$ cat src/hw/rtl/min_max_normalizer_core_assert.svh
// Assertion macros shared by the min-max normalizer RTL.
`ifndef MIN_MAX_NORMALIZER_CORE_ASSERT_SVH
`define MIN_MAX_NORMALIZER_CORE_ASSERT_SVH

`ifndef SYNTHESIS

// Same-cycle implication, checked out of reset.
`define MMN_ASSERT_IMPL(label, clk, rst_n, ante, cons, msg) \
	label: assert property (@(posedge clk) disable iff (!rst_n) (ante) |-> (cons)) \
		else $error(msg);

// Next-cycle implication, checked out of reset.
`define MMN_ASSERT_NEXT(label, clk, rst_n, ante, cons, msg) \
	label: assert property (@(posedge clk) disable iff (!rst_n) (ante) |=> (cons)) \
		else $error(msg);

// Condition that must never hold.
`define MMN_ASSERT_NEVER(label, clk, rst_n, cond, msg) \
	label: assert property (@(posedge clk) disable iff (!rst_n) !(cond)) \
		else $error(msg);

`else

`define MMN_ASSERT_IMPL(label, clk, rst_n, ante, cons, msg)
`define MMN_ASSERT_NEXT(label, clk, rst_n, ante, cons, msg)
`define MMN_ASSERT_NEVER(label, clk, rst_n, cond, msg)

`endif

`endif

$ cat src/hw/rtl/mmn_pkg.sv
// Types and constants of the min-max normalizer.
`timescale 1ns / 1ps

package mmn_pkg;

	// Input item: one sample and the end-of-series mark.
	typedef struct packed {
		logic signed [15:0] sample;
		logic               is_last;
	} sample_item_t;

	// Result item: one normalized sample in signed Q24.8.
	typedef struct packed {
		logic signed [31:0] norm_value;
		logic               end_of_series;
		logic               overflowed;
	} result_t;

	// Configuration register indexes.
	typedef enum logic [1:0] {
		REG_OUT_HIGH = 2'd0,
		REG_OUT_LOW  = 2'd1,
		REG_EPSILON  = 2'd2,
		REG_UNUSED   = 2'd3
	} cfg_reg_t;

	// Sequencer states.
	typedef enum logic [2:0] {
		S_LOAD,
		S_RANGE,
		S_READ,
		S_MUL,
		S_ABS,
		S_DIV,
		S_OUT
	} mmn_state_t;

	localparam int DIV_STEPS = 32;
	localparam int STEP_W    = 5;

	localparam logic signed [15:0] OUT_HIGH_RST = 16'sd256;
	localparam logic signed [15:0] OUT_LOW_RST  = 16'sd0;
	localparam logic        [15:0] EPSILON_RST  = 16'd0;
	localparam logic signed [15:0] SAMPLE_MAX   = 16'sh7FFF;
	localparam logic signed [15:0] SAMPLE_MIN   = 16'sh8000;

	localparam logic signed [33:0] ACC_MAX = 34'sh0_7FFF_FFFF;
	localparam logic signed [33:0] ACC_MIN = -34'sh0_8000_0000;

endpackage

$ cat src/hw/rtl/min_max_normalizer_core.sv
// Min-max normalizer: sample store, range tracking and a shared serial divider.
// Loading accepts one sample per cycle; busy stays low until the last sample is taken.
// After the last sample each stored sample in turn is read, multiplied and divided
// by the 32-step radix-2 divider shared by all samples; no new series loads meanwhile.
// The receiver cannot stall; each result is shown for one cycle with result_strobe.
// Reset clears the sequencer, configuration and series state; the sample store and datapath are not cleared.
`timescale 1ns / 1ps

`include "min_max_normalizer_core_assert.svh"

module min_max_normalizer_core
	import mmn_pkg::*;
#(
	parameter int MAX_LEN = 64
) (
	input  logic         clk,
	input  logic         arst_n,
	input  logic         start,
	output logic         busy,
	input  sample_item_t item,
	output logic         result_strobe,
	output result_t      result,
	input  logic         cfg_valid,
	output logic         cfg_ready,
	input  logic [1:0]   cfg_index,
	input  logic [15:0]  cfg_data
);

	localparam int CW = $clog2(MAX_LEN + 1);
	localparam int AW = (MAX_LEN > 1) ? $clog2(MAX_LEN) : 1;
	localparam logic [CW-1:0] FULL_COUNT = CW'(MAX_LEN);
	localparam logic [CW-1:0] ONE_COUNT  = CW'(1);

	mmn_state_t state_q, state_d;

	logic signed [15:0] out_high_q, out_low_q;
	logic        [15:0] epsilon_q;

	logic [CW-1:0]      fill_q, idx_q;
	logic signed [15:0] min_q, max_q;
	logic               drop_q;
	logic [STEP_W-1:0]  step_q;

	logic signed [15:0] mem [MAX_LEN];
	logic signed [15:0] rd_q;
	logic        [15:0] div_q;
	logic signed [33:0] prod_q;
	logic        [31:0] dvd_q;
	logic        [15:0] rem_q;
	logic               neg_q;
	logic               strobe_q;
	result_t            result_q;

	logic               accept;
	logic               store_en;
	logic               last_out;
	logic        [15:0] range_w;
	logic signed [16:0] span_w;
	logic        [15:0] diff_w;
	logic        [16:0] trial_w;
	logic               fit_w;
	logic signed [33:0] quot_w;
	logic signed [33:0] acc_w;
	logic signed [31:0] sat_w;

	assign accept    = start && !busy;
	assign store_en  = accept && (fill_q < FULL_COUNT);
	assign busy      = (state_q != S_LOAD);
	assign cfg_ready = 1'b1;
	assign last_out  = ((idx_q + ONE_COUNT) == fill_q);

	// Sequencer state register.
	always_ff @(posedge clk or negedge arst_n) begin
		if (!arst_n) begin
			state_q <= S_LOAD;
		end else begin
			state_q <= state_d;
		end
	end

	// Next state: load, set up the range, then per stored sample read, multiply, take magnitude, divide and emit.
	always_comb begin
		state_d = state_q;
		unique case (state_q)
			S_LOAD: begin
				if (accept && item.is_last) state_d = S_RANGE;
			end
			S_RANGE: state_d = S_READ;
			S_READ:  state_d = S_MUL;
			S_MUL:   state_d = S_ABS;
			S_ABS:   state_d = S_DIV;
			S_DIV: begin
				if (step_q == STEP_W'(DIV_STEPS - 1)) state_d = S_OUT;
			end
			S_OUT: begin
				state_d = last_out ? S_LOAD : S_READ;
			end
			default: state_d = S_LOAD;
		endcase
	end

	// Configuration registers.
	always_ff @(posedge clk or negedge arst_n) begin
		if (!arst_n) begin
			out_high_q <= OUT_HIGH_RST;
			out_low_q  <= OUT_LOW_RST;
			epsilon_q  <= EPSILON_RST;
		end else if (cfg_valid && cfg_ready) begin
			unique case (cfg_reg_t'(cfg_index))
				REG_OUT_HIGH: out_high_q <= cfg_data;
				REG_OUT_LOW:  out_low_q  <= cfg_data;
				REG_EPSILON:  epsilon_q  <= cfg_data;
				default:      ;
			endcase
		end
	end

	// Series state: fill count, running extremes, drop flag, emit index, divider step, result strobe.
	always_ff @(posedge clk or negedge arst_n) begin
		if (!arst_n) begin
			fill_q   <= '0;
			min_q    <= SAMPLE_MAX;
			max_q    <= SAMPLE_MIN;
			drop_q   <= 1'b0;
			idx_q    <= '0;
			step_q   <= '0;
			strobe_q <= 1'b0;
		end else begin
			strobe_q <= 1'b0;
			if (accept) begin
				if (store_en) begin
					fill_q <= fill_q + ONE_COUNT;
					if (item.sample < min_q) min_q <= item.sample;
					if (item.sample > max_q) max_q <= item.sample;
				end else begin
					drop_q <= 1'b1;
				end
			end
			if (state_q == S_RANGE) idx_q <= '0;
			if (state_q == S_ABS) step_q <= '0;
			if (state_q == S_DIV) step_q <= step_q + STEP_W'(1);
			if (state_q == S_OUT) begin
				strobe_q <= 1'b1;
				idx_q    <= idx_q + ONE_COUNT;
				if (last_out) begin
					fill_q <= '0;
					min_q  <= SAMPLE_MAX;
					max_q  <= SAMPLE_MIN;
					drop_q <= 1'b0;
				end
			end
		end
	end

	// Sample store with a registered read port.
	always_ff @(posedge clk) begin
		if (store_en) mem[fill_q[AW-1:0]] <= item.sample;
		if (state_q == S_READ) rd_q <= mem[idx_q[AW-1:0]];
	end

	// Range, offset and span.
	assign range_w = 16'(17'(max_q) - 17'(min_q));
	assign span_w  = 17'(out_high_q) - 17'(out_low_q);
	assign diff_w  = 16'(17'(rd_q) - 17'(min_q));

	// One restoring divider step: shift in the next dividend bit and try to subtract.
	assign trial_w = {rem_q, dvd_q[31]};
	assign fit_w   = (trial_w >= {1'b0, div_q});

	// Floored quotient, offset and saturation.
	always_comb begin
		quot_w = $signed({2'b00, dvd_q});
		if (neg_q) begin
			quot_w = -($signed({2'b00, dvd_q}) + ((rem_q != '0) ? 34'sd1 : 34'sd0));
		end
		acc_w = 34'(out_low_q) + quot_w;
		if (acc_w > ACC_MAX) begin
			sat_w = ACC_MAX[31:0];
		end else if (acc_w < ACC_MIN) begin
			sat_w = ACC_MIN[31:0];
		end else begin
			sat_w = acc_w[31:0];
		end
	end

	// Arithmetic datapath: divisor, product, magnitude, divide, result.
	always_ff @(posedge clk) begin
		unique case (state_q)
			S_RANGE: begin
				div_q <= ({1'b0, epsilon_q} >= {1'b0, range_w}) ? 16'd1 : range_w;
			end
			S_MUL: begin
				prod_q <= 34'(span_w) * 34'($signed({1'b0, diff_w}));
			end
			S_ABS: begin
				neg_q <= prod_q[33];
				dvd_q <= prod_q[33] ? 32'(-prod_q) : prod_q[31:0];
				rem_q <= '0;
			end
			S_DIV: begin
				dvd_q <= {dvd_q[30:0], fit_w};
				rem_q <= fit_w ? 16'(trial_w - {1'b0, div_q}) : trial_w[15:0];
			end
			S_OUT: begin
				result_q.norm_value    <= sat_w;
				result_q.end_of_series <= last_out;
				result_q.overflowed    <= drop_q;
			end
			default: ;
		endcase
	end

	assign result_strobe = strobe_q;
	assign result        = result_q;

	`MMN_ASSERT_IMPL(a_strobe_mid_series, clk, arst_n, result_strobe && !result.end_of_series, busy, "result mid-series while idle")
	`MMN_ASSERT_NEXT(a_last_starts_emit, clk, arst_n, accept && item.is_last, busy, "last sample did not start emit pass")
	`MMN_ASSERT_NEVER(a_fill_bound, clk, arst_n, fill_q > FULL_COUNT, "fill count beyond capacity")
	`MMN_ASSERT_IMPL(a_divisor_nonzero, clk, arst_n, state_q == S_DIV, div_q != 16'd0, "divide by zero")
	`MMN_ASSERT_IMPL(a_emit_nonempty, clk, arst_n, state_q == S_READ, idx_q < fill_q, "emit index beyond stored samples")

endmodule
$ cat config.mk
export PLATFORM = sky130hd
export DESIGN_NAME = min_max_normalizer_core
export DESIGN_NICKNAME = d
export VERILOG_FILES = /design/src/hw/rtl/mmn_pkg.sv /design/src/hw/rtl/min_max_normalizer_core.sv
export VERILOG_INCLUDE_DIRS = /design/src /design/src/hw/rtl
export SDC_FILE = /design/constraint.sdc
export NUM_CORES = 2
export LEC_CHECK = 0
export BUFFER_PORTS_ARGS = -buffer_cell sky130_fd_sc_hd__buf_2
export CORE_MARGIN = 5
export CORE_UTILIZATION = 40
export CTS_CLUSTER_DIAMETER = 200
export DETAILED_ROUTE_END_ITERATION = 8
export PLACE_DENSITY = 0.63
export SLEW_MARGIN = 0
export SYNTH_ARGS = -nofsm -noshare
export SYNTH_HDL_FRONTEND = slang
export SYNTH_SLANG_ARGS = --single-unit
$ cat constraint.sdc
create_clock -name clk -period 7.97 [get_ports clk]
set_input_delay 1.594 -clock clk [delete_from_list [all_inputs] [get_ports clk]]
set_output_delay 1.594 -clock clk [all_outputs]
set_load 0.005 [all_outputs]
==> key figures <==
Routing
  • 1st-pass router iterations: 6
  • DR vias: 39640
  • 1st-iter DRT viols: 3594
  • Final WL: 167000 µm
  • DRC: 0
  • Routed WL per cell: 22.9 µm
  • Post-route antenna net violation count: 0
  • Detailed-route vias per instance: 5.44

Critical path
  • Critical path class: reg -> reg
  • Req. time, crit path: 8480 ps
  • Critical Path Source: out_low_q[0]
  • Reg2reg setup slack: 210 ps
  • Startpoint types: flop
  • Reg-to-reg endpoint: prod_q[33]
  • CP max-delay cell: fa_2
  • Crit. End Element: flop
  • FF-to-FF Start: out_low_q[0]
  • Crit path to: prod_q[33]
  • Crit path DAT: 8270 ps
  • R2R depth: 30
  • Max FO, Critical Path: 4
  • CP peak stage delay: 650 ps

Placed design
  • Port-buffer cells: 74
  • Post-DP HPWL: 115000 µm
  • RePlAce Congestion: 0.895
  • Inst Count DP: 7030

STA
  • Final setup fails: 0
  • RSZ-0062 raised after global routing: true
  • Fmax: 0.129 GHz
  • Final min period: 7760 ps
  • Slew HR: 17.0%
  • Setup TNS: 0 ps
  • Slew @ Worst Pin: 1250 ps
  • Final hold viol count: 0
  • Fin. max-slew vios: 0
  • Clock Skews: 76.4 ps
  • Period utilization: 97.3%

Clock tree
  • H-tree levels: 4
  • Clk buf depth: 3
  • Clock Sink Count: 1276
  • Clk pin slew, worst setup/hold paths: 60 ps
  • Clock Tree Root: clkbuf_16
  • Insertion delay to the later sink of the worst-skew pair: 800 ps
  • Hold buffer count at cts: 0
  • CTS tree: done
  • CTS Buf Count: 136

GRT
  • Initial antenna violation count: 8
  • Global route overflow: 0
  • All-Layer GR Usage: 18.7%
  • Largest net degree at the start of global routing: 118
  • Vias in the first global route: 40088
  • First-pass GRT wire length: 253000 µm

Synth
  • Syn_area_per_cell: 14.6 µm²
  • Cell variety after synth: 93
  • Post-Syn Area: 67800 µm²
  • Register area share after synthesis: 55.7%
  • Ys Warns: 0
  • Number of synthesized flops with an enable pin: 1172
  • Fraction of registers with async set/reset: 8.15%
  • Post-synthesis cell count: 4653
  • Yosys top cell area share: 51.9%
  • Syn Nets: 5245
  • Main synth FF type: edfxtp_1
  • Cell taking the most area after synthesis: edfxtp_1
  • Synth top area cells: edfxtp_1, mux4_2, fa_1, ha_1, dfrtp_1
  • Synth Register Bits: 1276

Die
  • Core area: 169000 µm²
  • Die area: 178000 µm²
  • Cell Rows: 151
  • Overall die width: 422 µm
  • Initial Util: 40.1%
  • IO Count: 76
  • Chip height: 422 µm

Cells and area
  • Synthesis-to-layout area growth: 14.1%
  • Post-Route Utilization: 45.8%
  • Fin cells: 7293
  • Nets: 5561
  • Share of post-route cells with drive strength above 1: 21.8%

Flow run
  • Max cap viols: 0

Worst hold path
  • Hold crit path type: reg -> reg

Outcome
  • Status: completed
[synthesized netlist by cell type (6+ instances only)]
master	number
edfxtp_1	1172
inv_1	490
mux4_2	336
nor2_1	331
fa_1	284
ha_1	269
nand2_1	268
o21ai_0	160
a21oi_1	130
clkbuf_1	117
xnor2_1	96
xor2_1	91
dfrtp_1	87
a21o_1	71
nand3_1	62
nor3_1	57
mux2_2	50
nand2b_1	46
buf_2	41
mux2i_1	41
nor2b_1	33
or3_1	28
a211oi_1	27
nand4_1	26
o21a_1	24
and3_1	23
and2_1	20
o21ai_1	20
dfstp_2	17
o21bai_1	16
or2_2	16
o31ai_1	15
o211ai_1	14
buf_1	13
nand3b_1	13
nor4_1	11
a31oi_1	9
a2111oi_0	6
a211o_1	6
[registers in the layout (all words and copies together), names as in the netlist, 32 cells and up]
signal,count
mem,1024
prod_q,33
result,34
dvd_q,32
[kinds of logic (layout without fill, tap and decap cells)]
logic type / count (synthesis) / in the layout / share of synthesized area [%]
AO/OA/AOI/OAI: 573 / 573 / 5.44
XOR/XNOR: 187 / 187 / 2.41
adder cells (fa/ha/maj): 553 / 553 / 13.3
buffers and inverters: 670 / 1090 / 3.85
flip-flops: 1276 / 1276 / 55.7
multiplexers: 427 / 427 / 12.6
other: 1 / 3 / 0.00553
AND/OR/NAND/NOR: 966 / 966 / 6.62
[metal layers]
layer  part of all wire (%)  GRT usage (%)
met1                     43           25.4
met2                     49           31.0
met3                    5.8           3.20
met4                    2.8           5.49
met5                  0.013              0
[metrics by stage]
step | setup slack [ps] | hold WS (ps) | cell area (µm²)
5_1_grt | -46.9 | 477 | 77400
3_3_place_gp | -176 | 439 | 72400
6_report | 212 | 459 | 77400
3_5_place_dp | -202 | 434 | 72400
2_1_floorplan | 23.3 | 426 | 67900
4_1_cts | 3.20 | 455 | 76900
[area by class of cell]
type | instances | area (µm²)
clock buffer | 174 | 3620
tap | 2218 | 2780
fill | 14700 | 91700
clock inverter | 68 | 813
timing repair buffer | 357 | 2640
sequential | 1276 | 37800
antenna | 2 | 5.00
inverter | 491 | 1840
multi-input combinational | 2707 | 27900
[layout by cell type, fill, tap and decap left out, types with 32 or more instances in the layout]
cell type and instances:
mux4_2 336, a21oi_1 118, nor3_1 56, ha_1 258, xor2_1 88, dfrtp_1 83
o21ai_0 151, buf_4 268, a21o_1 71, nand3_1 61, nand2b_1 46, edfxtp_1 1172
fa_1 274, mux2i_1 41, inv_1 484, nand2_1 263, nor2_1 322, mux2_2 50
clkbuf_16 136, nor2b_1 32, buf_2 73, xnor2_1 88
[repair_timing]
action | in CTS | in global routing
gates resized for setup | 22 | 95
pin swaps | 12 | 62
hold endpoints to repair | 0 | 0
gates cloned | 0 | 0
endpoints found under the setup margin | 9 | 15
buffers inserted | 2 | 17
[critical path: cells and delay by family, from the launching register on]
family | cells | cell delay, ps
fa+ha+maj | 8 | 3440
buf+inv | 7 | 880
compound gates | 9 | 1660
flops | 1 | 390
simple gates | 3 | 600
xor+xnor | 3 | 520
[worst min-delay path by stage]
stage,start,endpoint,slack [ps],depth (start not counted)
after floorplan,drop_q,result[0],430,0
final,drop_q,result[0],460,0
after CTS,drop_q,result[0],460,0
after global placement,drop_q,result[0],440,0
after global routing,drop_q,result[0],480,0
after detailed placement,drop_q,result[0],430,0
Power is left out: the tool's default activity adds up to more than one toggle a clock period on the data nets, which glitch-free logic cannot reach.
